==> src/hdl/frs_pkg.sv <==
package frs_pkg;

  localparam int RATE_W      = 18;
  localparam int TARGET_W    = 8;
  localparam int BAND_W      = 15;
  localparam int CFG_SCALE_W = 17;
  localparam int CFG_DATA_W  = 18;
  localparam int CFG_IDX_W   = 3;
  localparam int TQ_W        = 16;
  localparam int ACT_W       = 2;
  localparam int IN_W        = 40;

  localparam logic [CFG_IDX_W-1:0] CFG_TARGET = 3'd0;
  localparam logic [CFG_IDX_W-1:0] CFG_BAND   = 3'd1;
  localparam logic [CFG_IDX_W-1:0] CFG_WEIGHT = 3'd2;
  localparam logic [CFG_IDX_W-1:0] CFG_FLOOR  = 3'd3;
  localparam logic [CFG_IDX_W-1:0] CFG_PANIC  = 3'd4;

  localparam logic [ACT_W-1:0] ACT_HOLD   = 2'd0;
  localparam logic [ACT_W-1:0] ACT_FLOOR  = 2'd1;
  localparam logic [ACT_W-1:0] ACT_ADJUST = 2'd2;

  localparam logic [TARGET_W-1:0]    TARGET_RST = 8'd90;
  localparam logic [BAND_W-1:0]      BAND_RST   = 15'd256;
  localparam logic [CFG_SCALE_W-1:0] WEIGHT_RST = 17'd6554;
  localparam logic [CFG_SCALE_W-1:0] FLOOR_RST  = 17'd3277;
  localparam logic [RATE_W-1:0]      PANIC_RST  = 18'd11520;

  typedef enum logic [2:0] {
    ST_IDLE,
    ST_SQUARE,
    ST_RATE,
    ST_START,
    ST_ROOT,
    ST_BLEND,
    ST_CLAMP,
    ST_DONE
  } state_t;

  typedef enum logic [1:0] {
    RP_IDLE,
    RP_DIV,
    RP_SQRT
  } root_phase_t;

endpackage

==> src/hdl/frame_rate_resolution_scaler_core.sv <==
// Frame-rate driven resolution scaler. Give it one item per rendered frame
// (instantaneous and smoothed rate, Q10.8) and it returns the render scale
// (FRAC_BITS fraction bits, 1.0 = 2^FRAC_BITS) with an action code: 0 held,
// 1 emergency drop to the floor, 2 adjusted. One item is in work at a time.
// An emergency or held item goes from ST_IDLE straight to ST_DONE, where it
// is loaded into the output register once that is free. An adjusted item
// passes ST_SQUARE, ST_RATE, ST_START, ST_ROOT, ST_BLEND and ST_CLAMP to
// ST_DONE, using the bit-serial shift-add multiplier (2*(FRAC_BITS+1)+18
// steps), the restoring divider in frs_root (one quotient bit per cycle,
// 2*FRAC_BITS+20 steps) and its square-root pass (one result bit per cycle,
// FRAC_BITS+10 steps). A finished result waits in the output register while
// the next item is taken; while the output is held off, an item stays in
// ST_DONE and no new item is taken. Configuration writes take effect at once.
module frame_rate_resolution_scaler_core #(
  parameter int FRAC_BITS = 16,
  localparam int SW = FRAC_BITS + 1,
  localparam int OUT_W = ((SW + frs_pkg::ACT_W + 7) / 8) * 8
) (
  input  logic                           clk,
  input  logic                           rst,
  input  logic                           cfg_wen,
  input  logic [frs_pkg::CFG_IDX_W-1:0]  cfg_index,
  input  logic [frs_pkg::CFG_DATA_W-1:0] cfg_data,
  input  logic                           s_tvalid,
  output logic                           s_tready,
  input  logic [frs_pkg::IN_W-1:0]       s_tdata,  // instant_rate, smoothed_rate
  output logic                           m_tvalid,
  input  logic                           m_tready,
  output logic [OUT_W-1:0]               m_tdata   // new_scale, action
);

  localparam int RW     = frs_pkg::RATE_W;
  localparam int NUM_W  = 2 * SW + 17;
  localparam int SQ_W   = NUM_W + NUM_W % 2;
  localparam int ROOT_W = SQ_W / 2;
  localparam int MW     = (SW > RW) ? SW : RW;
  localparam int LW     = (SW > frs_pkg::CFG_SCALE_W) ? SW : frs_pkg::CFG_SCALE_W;
  localparam int CNTW   = $clog2(MW);
  localparam int BW     = SW + ROOT_W + 1;
  localparam int BV_W   = BW - FRAC_BITS;
  localparam logic [SW-1:0] ONE  = {1'b1, {FRAC_BITS{1'b0}}};
  localparam logic [SW-1:0] HALF = ONE >> 1;

  frs_pkg::state_t state, state_next;

  logic [frs_pkg::TARGET_W-1:0]    target_rate;
  logic [frs_pkg::BAND_W-1:0]      hold_band;
  logic [frs_pkg::CFG_SCALE_W-1:0] blend_weight;
  logic [frs_pkg::CFG_SCALE_W-1:0] floor_scale;
  logic [RW-1:0]                   panic_rate;

  logic [SW-1:0]            current_scale;
  logic [SW-1:0]            res_scale;
  logic [frs_pkg::ACT_W-1:0] res_action;
  logic [RW-1:0]            avg;
  logic [CNTW-1:0]          cnt;
  logic [MW-1:0]            mplier;
  logic [2*SW-2:0]          mcand;
  logic [NUM_W-1:0]         acc;
  logic signed [BW-1:0]     bacc;

  logic [RW-1:0]                instant_rate;
  logic [RW-1:0]                smoothed_rate;
  logic [frs_pkg::TARGET_W-1:0] tgt;
  logic [frs_pkg::TQ_W-1:0]     tq;
  logic [RW-1:0]                tqx;
  logic [RW-1:0]                diff;
  logic                         emergency;
  logic                         hold;
  logic [LW-1:0]                floor_x;
  logic [LW-1:0]                weight_x;
  logic [SW-1:0]                lo;
  logic [SW-1:0]                w_eff;
  logic [NUM_W-1:0]             acc_step;
  logic [ROOT_W-1:0]            root_q;
  logic                         root_done;
  logic                         root_start;
  logic signed [ROOT_W:0]       dif;
  logic signed [BW-1:0]         bacc_step;
  logic signed [BW-1:0]         bsum;
  logic [BV_W-1:0]              bval;
  logic [SW-1:0]                bclamp;
  logic                         out_load;

  assign instant_rate  = s_tdata[RW-1:0];
  assign smoothed_rate = s_tdata[2*RW-1:RW];

  assign tgt       = (target_rate == '0) ? frs_pkg::TARGET_W'(1) : target_rate;
  assign tq        = {tgt, 8'h00};
  assign tqx       = RW'(tq);
  assign diff      = (smoothed_rate >= tqx) ? smoothed_rate - tqx : tqx - smoothed_rate;
  assign emergency = instant_rate < panic_rate;
  assign hold      = diff < RW'(hold_band);

  assign floor_x  = LW'(floor_scale);
  assign weight_x = LW'(blend_weight);
  assign lo       = (floor_scale == '0) ? SW'(1) :
                    (floor_x > LW'(ONE)) ? ONE : floor_x[SW-1:0];
  assign w_eff    = (weight_x > LW'(ONE)) ? ONE : weight_x[SW-1:0];

  assign acc_step = (acc << 1) + (mplier[MW-1] ? NUM_W'(mcand) : '0);

  assign dif       = $signed({1'b0, root_q}) - $signed((ROOT_W + 1)'(current_scale));
  assign bacc_step = (bacc <<< 1) + (mplier[MW-1] ? BW'(dif) : BW'(0));
  assign bsum      = bacc + $signed(BW'(current_scale) << FRAC_BITS) + $signed(BW'(HALF));
  assign bval      = bsum[BW-1:FRAC_BITS];
  assign bclamp    = (bval < BV_W'(lo)) ? lo :
                     (bval > BV_W'(ONE)) ? ONE : bval[SW-1:0];

  frs_root #(
    .NUM_W(NUM_W)
  ) u_root (
    .clk  (clk),
    .rst  (rst),
    .start(root_start),
    .num  (acc),
    .den  (tq),
    .root (root_q),
    .done (root_done)
  );

  always_comb begin
    state_next = state;
    case (state)
      frs_pkg::ST_IDLE: begin
        if (s_tvalid) begin
          state_next = (emergency || hold) ? frs_pkg::ST_DONE : frs_pkg::ST_SQUARE;
        end
      end
      frs_pkg::ST_SQUARE: begin
        if (cnt == '0) state_next = frs_pkg::ST_RATE;
      end
      frs_pkg::ST_RATE: begin
        if (cnt == '0) state_next = frs_pkg::ST_START;
      end
      frs_pkg::ST_START: state_next = frs_pkg::ST_ROOT;
      frs_pkg::ST_ROOT: begin
        if (root_done) state_next = frs_pkg::ST_BLEND;
      end
      frs_pkg::ST_BLEND: begin
        if (cnt == '0) state_next = frs_pkg::ST_CLAMP;
      end
      frs_pkg::ST_CLAMP: state_next = frs_pkg::ST_DONE;
      frs_pkg::ST_DONE: begin
        if (!m_tvalid || m_tready) state_next = frs_pkg::ST_IDLE;
      end
      default: state_next = frs_pkg::ST_IDLE;
    endcase
  end

  always_comb begin
    s_tready   = 1'b0;
    root_start = 1'b0;
    out_load   = 1'b0;
    case (state)
      frs_pkg::ST_IDLE:  s_tready   = 1'b1;
      frs_pkg::ST_START: root_start = 1'b1;
      frs_pkg::ST_DONE:  out_load   = !m_tvalid || m_tready;
      default: begin
      end
    endcase
  end

  always_ff @(posedge clk) begin
    if (rst) begin
      state         <= frs_pkg::ST_IDLE;
      m_tvalid      <= 1'b0;
      current_scale <= ONE;
      target_rate   <= frs_pkg::TARGET_RST;
      hold_band     <= frs_pkg::BAND_RST;
      blend_weight  <= frs_pkg::WEIGHT_RST;
      floor_scale   <= frs_pkg::FLOOR_RST;
      panic_rate    <= frs_pkg::PANIC_RST;
    end else begin
      state <= state_next;
      if (cfg_wen) begin
        case (cfg_index)
          frs_pkg::CFG_TARGET: target_rate  <= cfg_data[frs_pkg::TARGET_W-1:0];
          frs_pkg::CFG_BAND:   hold_band    <= cfg_data[frs_pkg::BAND_W-1:0];
          frs_pkg::CFG_WEIGHT: blend_weight <= cfg_data[frs_pkg::CFG_SCALE_W-1:0];
          frs_pkg::CFG_FLOOR:  floor_scale  <= cfg_data[frs_pkg::CFG_SCALE_W-1:0];
          frs_pkg::CFG_PANIC:  panic_rate   <= cfg_data[RW-1:0];
          default: begin
          end
        endcase
      end
      if (out_load) begin
        m_tvalid      <= 1'b1;
        current_scale <= res_scale;
      end else if (m_tready) begin
        m_tvalid <= 1'b0;
      end
    end
  end

  always_ff @(posedge clk) begin
    if (out_load) begin
      m_tdata <= OUT_W'({res_action, res_scale});
    end
    case (state)
      frs_pkg::ST_IDLE: begin
        if (s_tvalid) begin
          avg    <= smoothed_rate;
          acc    <= '0;
          mcand  <= (2 * SW - 1)'(current_scale);
          mplier <= MW'(current_scale) << (MW - SW);
          cnt    <= CNTW'(SW - 1);
          if (emergency) begin
            res_scale  <= lo;
            res_action <= frs_pkg::ACT_FLOOR;
          end else begin
            res_scale  <= current_scale;
            res_action <= frs_pkg::ACT_HOLD;
          end
        end
      end
      frs_pkg::ST_SQUARE: begin
        if (cnt == '0) begin
          mcand  <= acc_step[2*SW-2:0];
          acc    <= '0;
          mplier <= MW'(avg) << (MW - RW);
          cnt    <= CNTW'(RW - 1);
        end else begin
          acc    <= acc_step;
          mplier <= mplier << 1;
          cnt    <= cnt - 1'b1;
        end
      end
      frs_pkg::ST_RATE: begin
        acc    <= acc_step;
        mplier <= mplier << 1;
        cnt    <= cnt - 1'b1;
      end
      frs_pkg::ST_ROOT: begin
        bacc   <= '0;
        mplier <= MW'(w_eff) << (MW - SW);
        cnt    <= CNTW'(SW - 1);
      end
      frs_pkg::ST_BLEND: begin
        bacc   <= bacc_step;
        mplier <= mplier << 1;
        cnt    <= cnt - 1'b1;
      end
      frs_pkg::ST_CLAMP: begin
        res_scale  <= bclamp;
        res_action <= frs_pkg::ACT_ADJUST;
      end
      default: begin
      end
    endcase
  end

endmodule

==> src/hdl/frs_root.sv <==
module frs_root #(
  parameter int NUM_W = 51,
  localparam int SQ_W = NUM_W + NUM_W % 2,
  localparam int ROOT_W = SQ_W / 2
) (
  input  logic                      clk,
  input  logic                      rst,
  input  logic                      start,
  input  logic [NUM_W-1:0]          num,
  input  logic [frs_pkg::TQ_W-1:0]  den,
  output logic [ROOT_W-1:0]         root,
  output logic                      done
);

  localparam int CW   = $clog2(SQ_W + 1);
  localparam int RS_W = ROOT_W + 2;
  localparam int DW   = frs_pkg::TQ_W;

  frs_pkg::root_phase_t phase, phase_next;

  logic [SQ_W-1:0] q;
  logic [DW-1:0]   rem_d;
  logic [RS_W-1:0] rem_s;
  logic [CW-1:0]   cnt;

  logic [DW:0]     dt;
  logic            dge;
  logic [DW:0]     ddiff;
  logic [RS_W+1:0] st;
  logic [RS_W+1:0] trial;
  logic [RS_W+1:0] sdiff;
  logic            sge;

  assign dt    = {rem_d, q[SQ_W-1]};
  assign dge   = dt >= {1'b0, den};
  assign ddiff = dt - {1'b0, den};
  assign st    = {rem_s, q[SQ_W-1:SQ_W-2]};
  assign trial = (RS_W + 2)'({root, 2'b01});
  assign sge   = st >= trial;
  assign sdiff = st - trial;

  always_comb begin
    phase_next = phase;
    case (phase)
      frs_pkg::RP_IDLE: begin
        if (start) phase_next = frs_pkg::RP_DIV;
      end
      frs_pkg::RP_DIV: begin
        if (cnt == '0) phase_next = frs_pkg::RP_SQRT;
      end
      frs_pkg::RP_SQRT: begin
        if (cnt == '0) phase_next = frs_pkg::RP_IDLE;
      end
      default: phase_next = frs_pkg::RP_IDLE;
    endcase
  end

  always_comb begin
    case (phase)
      frs_pkg::RP_SQRT: done = (cnt == '0);
      default:          done = 1'b0;
    endcase
  end

  always_ff @(posedge clk) begin
    if (rst) begin
      phase <= frs_pkg::RP_IDLE;
    end else begin
      phase <= phase_next;
    end
  end

  always_ff @(posedge clk) begin
    case (phase)
      frs_pkg::RP_IDLE: begin
        if (start) begin
          q     <= SQ_W'(num);
          rem_d <= '0;
          cnt   <= CW'(SQ_W - 1);
        end
      end
      frs_pkg::RP_DIV: begin
        q     <= {q[SQ_W-2:0], dge};
        rem_d <= dge ? ddiff[DW-1:0] : dt[DW-1:0];
        if (cnt == '0) begin
          cnt   <= CW'(ROOT_W - 1);
          rem_s <= '0;
          root  <= '0;
        end else begin
          cnt <= cnt - 1'b1;
        end
      end
      frs_pkg::RP_SQRT: begin
        q <= q << 2;
        if (sge) begin
          rem_s <= sdiff[RS_W-1:0];
          root  <= {root[ROOT_W-2:0], 1'b1};
        end else begin
          rem_s <= st[RS_W-1:0];
          root  <= {root[ROOT_W-2:0], 1'b0};
        end
        cnt <= cnt - 1'b1;
      end
      default: begin
      end
    endcase
  end

endmodule

==> config.mk <==
export PLATFORM = sky130hd
export DESIGN_NAME = frame_rate_resolution_scaler_core
export DESIGN_NICKNAME = d
export VERILOG_FILES = /design/src/hdl/frs_pkg.sv /design/src/hdl/frame_rate_resolution_scaler_core.sv /design/src/hdl/frs_root.sv
export SDC_FILE = /design/constraint.sdc
export NUM_CORES = 1
export LEC_CHECK = 0
export BUFFER_PORTS_ARGS = -buffer_cell sky130_fd_sc_hd__clkbuf_2
export CAP_MARGIN = 20
export CORE_ASPECT_RATIO = 1.5
export CORE_MARGIN = 3
export CORE_UTILIZATION = 35
export CTS_CLUSTER_DIAMETER = 120
export DETAILED_ROUTE_END_ITERATION = 12
export PLACE_DENSITY = 0.58
export SYNTH_ARGS = -nofsm -noshare
export SYNTH_HDL_FRONTEND = slang
export SYNTH_SLANG_ARGS = --single-unit
==> constraint.sdc <==
create_clock -name clk -period 6.2 [get_ports clk]
set_input_delay 1.24 -clock clk [delete_from_list [all_inputs] [get_ports clk]]
set_output_delay 1.24 -clock clk [all_outputs]
set_load 0.02 [all_outputs]
# ---- After elaboration in Yosys (flattened, before gate mapping)
# Index checks and enable logic that the tools add are counted.
dict set report totals {
  out_inout_bits 26
  input_bits 66
  elab_cells 160
  register_bits 433
}
dict set report op_classes {
  eq_ne 22
  n_addsub 11
  reduce_logical 35
  n_lt_le_gt_ge 9
  mux 60
}
# op count
set ops {}
lappend ops {{case mux 52 bit (3 select lines)} 1}
lappend ops {{case mux 51 bit (3 select lines)} 1}
lappend ops {{two-way mux 17 bit} 7}
lappend ops {{two-way mux 51 bit} 2}
lappend ops {{two-way mux 33 bit} 3}
lappend ops {{case mux 44 bit (2 select lines)} 1}
lappend ops {{case mux 18 bit (4 select lines)} 1}
lappend ops {{case mux 33 bit (2 select lines)} 1}
lappend ops {{two-way mux 28 bit} 2}
lappend ops {{case mux 28 bit (2 select lines)} 1}
lappend ops {{two-way mux 18 bit} 3}
lappend ops {{two-way mux 52 bit} 1}
lappend ops {{case mux 26 bit (2 select lines)} 1}
lappend ops {{adder 51 x 33 -> 51 bit} 1}
lappend ops {{adder 44 x 17 -> 44 bit (second input constant)} 1}
lappend ops {{adder 44 x 34 -> 44 bit} 1}
lappend ops {{adder 44 bit} 1}
lappend ops {{two-way mux 44 bit} 1}
lappend ops {{> comparator 17 bit (second input constant)} 2}
lappend ops {{case mux 17 bit (2 select lines)} 1}
lappend ops {{two-way mux 16 bit} 2}
lappend ops {{case mux 16 bit (2 select lines)} 1}
lappend ops {{>= comparator 30 x 28 -> 1 bit} 1}
lappend ops {{> comparator 28 x 17 -> 1 bit (second input constant)} 1}
lappend ops {{46 further kinds} 99}

# ---- Depth between registers and ports, before layout
dict set report logic_depth {
  ltp_word 9
  mapped_depth 23
  depth_no_buf 23
}

# ---- Modules after synthesis
# From an unflattened synthesis, not the netlist that was laid out.
dict set report hier_totals {
  hier_cells 3004
  hier_area_um2 27966.8
}
# mod n_inst cells_per_inst area_per_inst_um2 seq_area_each_um2
set modules_own_cells {}
lappend modules_own_cells {frame_rate_resolution_scaler_core 1 2174 19800.2 8137.8}
lappend modules_own_cells {frs_root 1 830 8166.6 3883.7}

# ---- Least setup slack after synthesis
# No wires, ideal clock.
dict set report synth_timing {
  kind {input to register}
  start {input port s_tvalid}
  end {register acc[0], enable pin}
  path_stages 2
  n_path_buf 0
  t_required_ns 5.677
  setup_slack_ns 0.891
  setup_time_ns 0.523
  arrival_ns 4.786
  cell_sequence {nor2b_1 nor3_1}
}
dict set report synth_between {
  elab_chain_len 2
}
# element line_no
set synth_rtl {}
lappend synth_rtl {{start: declaration} frame_rate_resolution_scaler_core.sv:24} ;# input logic s_tvalid,
lappend synth_rtl {{inequality test 2 bit (no source line)} --}
lappend synth_rtl {{AND reduction 2 bit (no source line)} --}
lappend synth_rtl {{end signal: assignment} frame_rate_resolution_scaler_core.sv:224} ;# acc <= acc_step;
lappend synth_rtl {{end signal: assignment} frame_rate_resolution_scaler_core.sv:230} ;# acc <= acc_step;
lappend synth_rtl {{end: declaration} frame_rate_resolution_scaler_core.sv:59} ;# logic [NUM_W-1:0] acc;
# No other way between the ends.
# A chain may end at the register's enable or synchronous reset.

# ---- Final worst setup path
dict set report layout_timing {
  start {register current_scale[4]}
  end {register bacc[43], data pin}
}
dict set report layout_between {
  elab_chain_len 4
}
# element line_no
set layout_rtl {}
lappend layout_rtl {{start: declaration} frame_rate_resolution_scaler_core.sv:52} ;# logic [SW-1:0] current_scale;
lappend layout_rtl {{start signal: assignment} frame_rate_resolution_scaler_core.sv:189} ;# current_scale <= res_scale;
lappend layout_rtl {{subtractor 26 x 17 -> 27 bit} frame_rate_resolution_scaler_core.sv:103} ;# assign dif = $signed({1'b0, root_q}) - $signed((ROOT_W + 1)'(current_scale));
lappend layout_rtl {{two-way mux 44 bit} frame_rate_resolution_scaler_core.sv:104} ;# assign bacc_step = (bacc <<< 1) + (mplier[MW-1] ? BW'(dif) : BW'(0));
lappend layout_rtl {{adder 44 bit} frame_rate_resolution_scaler_core.sv:104}
lappend layout_rtl {{case mux 44 bit (2 select lines)} frame_rate_resolution_scaler_core.sv:200} ;# case (state)
lappend layout_rtl {{end signal: assignment} frame_rate_resolution_scaler_core.sv:240} ;# bacc <= bacc_step;
lappend layout_rtl {{end: declaration} frame_rate_resolution_scaler_core.sv:60} ;# logic signed [BW-1:0] bacc;
# No other way between the ends.

==> summary.md <==
| Metric | Value |
|---|---|
| Port bufs | 82 |
| Fin crit share | 91.66% |
| Fmax | ~180 MHz |
| Largest family of logic cells by synthesized area | compound AO/OA/AOI/OAI gates |
| Sequential area share after synthesis | a little over two fifths |
| Post-DP HPWL | between 50 and 60 mm |
| DRT Wirelength | ~75 mm |
| Row cnt | roughly 130 |
| Synthesis Warnings | 0 |
| Register-to-Register Path Depth | 21 |
| Top-count cell post-synth | nand2_1 |
| Max incr delay on CP | 420 ps |
| Crit path max fanout | 5 |
| Gr usage total | 17.85% |
| Share of the synthesized area in the top cell type | between 30% and 40% |
| CTS tree | yes |
| Share of cells above drive strength 1 | ~7.8% |
| Status | finished clean |
| Hold depth | 0 |
| Worst R2R Setup Slack | a little over 500 ps |
| Sequential power share | 37.7% |
| Initial DRC count | 1049 |
| CP required | 6530 ps |
| Ys flop type | edfxtp_1 |
| First-pass GRT wire length | 118.6 mm |
| Synth top area cells | edfxtp_1 36%, ha_1 10%, dfxtp_1 7.1% |
| Overflow after GRT | 0 |
| Worst IR drop on VDD | around 0.23 mV |
| Post-Synth Simple-Gate Area | around 18% |
| Vias per cell | 5.350 |
| Worst clock skew | between 20 and 25 ps |
| WHS Endpoint | m_tdata[18] |
| Yosys cell types | 81 |
| Area growth syn-to-layout | 10.98% |
| Lkg Pwr | about 12 nW |
| Adder-cell area share of the yosys netlist | about 10% |
| Cts bufs inserted | between 40 and 50 |
| Total die area | around 83000 µm² |
| First-pass detailed-route iteration total | 5 |
| Fillers | just under 8000 |
| Synth Area in Compound Gates | 18.30% |
| Via count | between 20000 and 25000 |
| Worst path depth | 21 |
| Avg WL per Cell | 18.40 µm |
| Worst-Margin Slew | about 1100 ps |
| Synth async-reset ratio | 0% |
| Die Span X | 235.5 µm |
| Critical R2R Launch | current_scale[4] |
| Core ar. | 77890 µm² |
| Clock latency on the worst-skew pair | around 600 ps |
| Slowest-stage cell, CP | or3_1 |
| Crit path time final | roughly 5700 ps |
| Hold_sp | res_action[1] |
| Endpoints failing setup | 0 |
| EDFF count, synth | 335 |
| Final #Nets | 3308 |
| Final hold violations | 0 |
| DRC errors left | 0 |
| Post-Synth XOR/XNOR Area | ~4.8% |
| Post-CTS setup buffer count | 0 |
| Crit-path cells | inv_1 -> ha_1 -> or3_1 -> o311ai_2 -> a21oi_1 -> o31ai_1 -> o2111ai_1 -> a211oi_1 -> xnor2_1 -> nor2_1 -> ha_1 -> and3_1 -> and2_1 -> a221oi_1 -> o21ai_0 -> o31a_1 -> a31o_2 -> a22oi_1 -> nand3_1 -> a21oi_1 -> nor3_1 |
| Biggest area consumer among synthesized cells | edfxtp_1 |
| Startpoint types | register |
| Slew margin rel. | 28.92% |
| Clk buf depth | 3 |
| CP bufs+invs | 1 |
| Root buffer cell | clkbuf_16 |
| Final ANT Viol Nets | 0 |
| Combinational share of power | 41.1% |
| Commonest cells in the netlist | 349 x nand2_1, 335 x edfxtp_1, 321 x a21oi_1 |
| Power Internal | roughly 7.8 mW |
| Avg Cell Area, Syn | around 9.3 µm² |
| CP top delay family | compound AO/OA/AOI/OAI gates |
| Crit path DAT | between 6000 and 7000 ps |
| RSZ-0062 raised after global routing | false |
| Starting density of the core | ~36% |
| Multiplexer share of the synthesized area | under 10% |
| Pre-CTS setup slack | about 230 ps |
| Share of power burned in the clock network | 21.2% |
| Vias in the first global route | 21880 |
| Ports | 92 |
| Power per cell area | 417.6 nW/µm² |
| Mapped Area | ~28000 µm² |
| Fin Setup TNS | 0 ps |
| Max_cap viols | 0 |
| Sw Share | just under 40% |
| Setup crit end kind | register |
| CP Class | register to register |
| H-tree depth | 2 |
| Sw power | around 5 mW |
| Hold WC Path Type | register to register |
| Clock transition at path regs | about 60 ps |
| Final GP Congestion | ~0.93 |
| Hold_buf cts | 0 |
| Post-layout instance area | 30700 µm² |
| ANT cells | 0 |
| Flop and latch count out of synthesis | about 430 |
| CTS Sinks | 433 |
| Post-CTS resize count | 0 |
| Final Max Slew Viols | 0 |
| Worst r2r dst | bacc[43] |
| Setup WS post-layout | between 500 and 600 ps |
| Die H | about 350 µm |
| Cell count after synthesis | approximately 3000 |
| DP Area | ~29000 µm² |
| Initial antenna violation count | 1 |
| Largest net degree at the start of global routing | 110 |
[area by class of cell]
| cell class | instances | area (µm²) | area share (%) |
|---|---|---|---|
| Multi-Input combinational cell | 2248 | 14630 | 47.64 |
| Sequential cell | 433 | 12020 | 39.16 |
| Tap cell | 1016 | 1271 | 4.141 |
| Clock buffer | 55 | 1236 | 4.027 |
| Timing Repair Buffer | 117 | 696.9 | 2.270 |
| Inverter | 170 | 638.1 | 2.079 |
| Clock inverter | 28 | 209.0 | 0.6806 |
[worst max path at each step]
stage / startpoint / end / slack (ps)
floorplan: s_tvalid / acc[0] / 890
global placement: current_scale[2] / bacc[43] / 260
detailed placement: current_scale[4] / bacc[43] / 230
CTS: current_scale[4] / bacc[43] / 200
global route: current_scale[2] / bacc[43] / 40
finish: current_scale[4] / bacc[43] / 520
[cell usage in the layout, fill, tap and decap left out, drive strengths merged, types with 7 or more instances in the layout]
cell     Yosys  final
a211oi      21     21
inv        169    174
nor4        18     18
nand3       37     37
nand2      349    349
xor2        57     57
nand2b      37     37
or3         15     15
and2        87     87
clkinv       1     21
nand3b      25     25
o21bai      18     18
buf         18     36
a21boi       7      7
o211ai       9      9
nand4       22     22
a31oi       15     15
nor3        47     47
o221ai      10     10
o21a        19     19
a21oi      321    321
o31ai       10     10
and3        33     33
ha         220    220
a211o       10     10
o21ai      143    143
nor2b       49     49
edfxtp     335    335
and4         9      9
dfxtp       98     98
or2         12     12
a2111oi      9      9
nor2       272    272
mux2i       30     30
a221o       34     34
a21o        75     75
clkbuf     103    136
xnor2       95     95
a22oi       53     53
[registers in the layout, summed over array words and instances (netlist names)]
name,cells
u_root.q,52
acc,51
bacc,44
mcand,33
u_root.rem_s,28
u_root.root,26
m_tdata,19
avg,18
mplier,18
panic_rate,18
blend_weight,17
current_scale,17
floor_scale,17
res_scale,17
u_root.rem_d,16
hold_band,15
target_rate,8
u_root.cnt,6
cnt,5
state,3
res_action,2
u_root.phase,2
m_tvalid,1
[metrics by stage]
step / hold slack, ps / cells / power, mW / util (%)
5_1_grt: 437.4 / 4067 / 13.75 / 39.42
4_1_cts: 420.4 / 4064 / 12.91 / 39.33
3_5_place_dp: 404.5 / 3981 / 10.13 / 37.48
3_3_place_gp: 409.6 / 3981 / 10.09 / 37.48
2_1_floorplan: 400.3 / 2972 / 8.676 / -
6_report: 414.3 / 4067 / 12.82 / 39.42
[cells by family (layout without fill, tap and decap cells)]
kind of cell | Yosys count | count (layout)
buffers and inverters | 291 | 370
adder cells (fa/ha/maj) | 226 | 226
multiplexers | 35 | 35
XOR/XNOR | 152 | 152
AND/OR/NAND/NOR | 1030 | 1030
flip-flops | 433 | 433
other | 1 | 5
AO/OA/AOI/OAI | 800 | 800
[metal layers]
metal	share of wire [%]	vias up	global-route usage [%]
li1	-	10810	-
met5	0	-	0
met1	39	10380	19.64
met2	53	423	34.23
met4	4.7	0	7.965
met3	3.2	147	2.076
[power groups by stage]
stage | sequential (mW) | combinational, mW | clock (mW)
3_3_place_gp | 4.88 | 5.21 | 0
5_1_grt | 4.91 | 5.92 | 2.91
2_1_floorplan | 4.71 | 3.96 | 0
4_1_cts | 4.84 | 5.27 | 2.80
6_report | 4.83 | 5.27 | 2.72
3_5_place_dp | 4.90 | 5.24 | 0
Power figures use the tool's default switching activity.
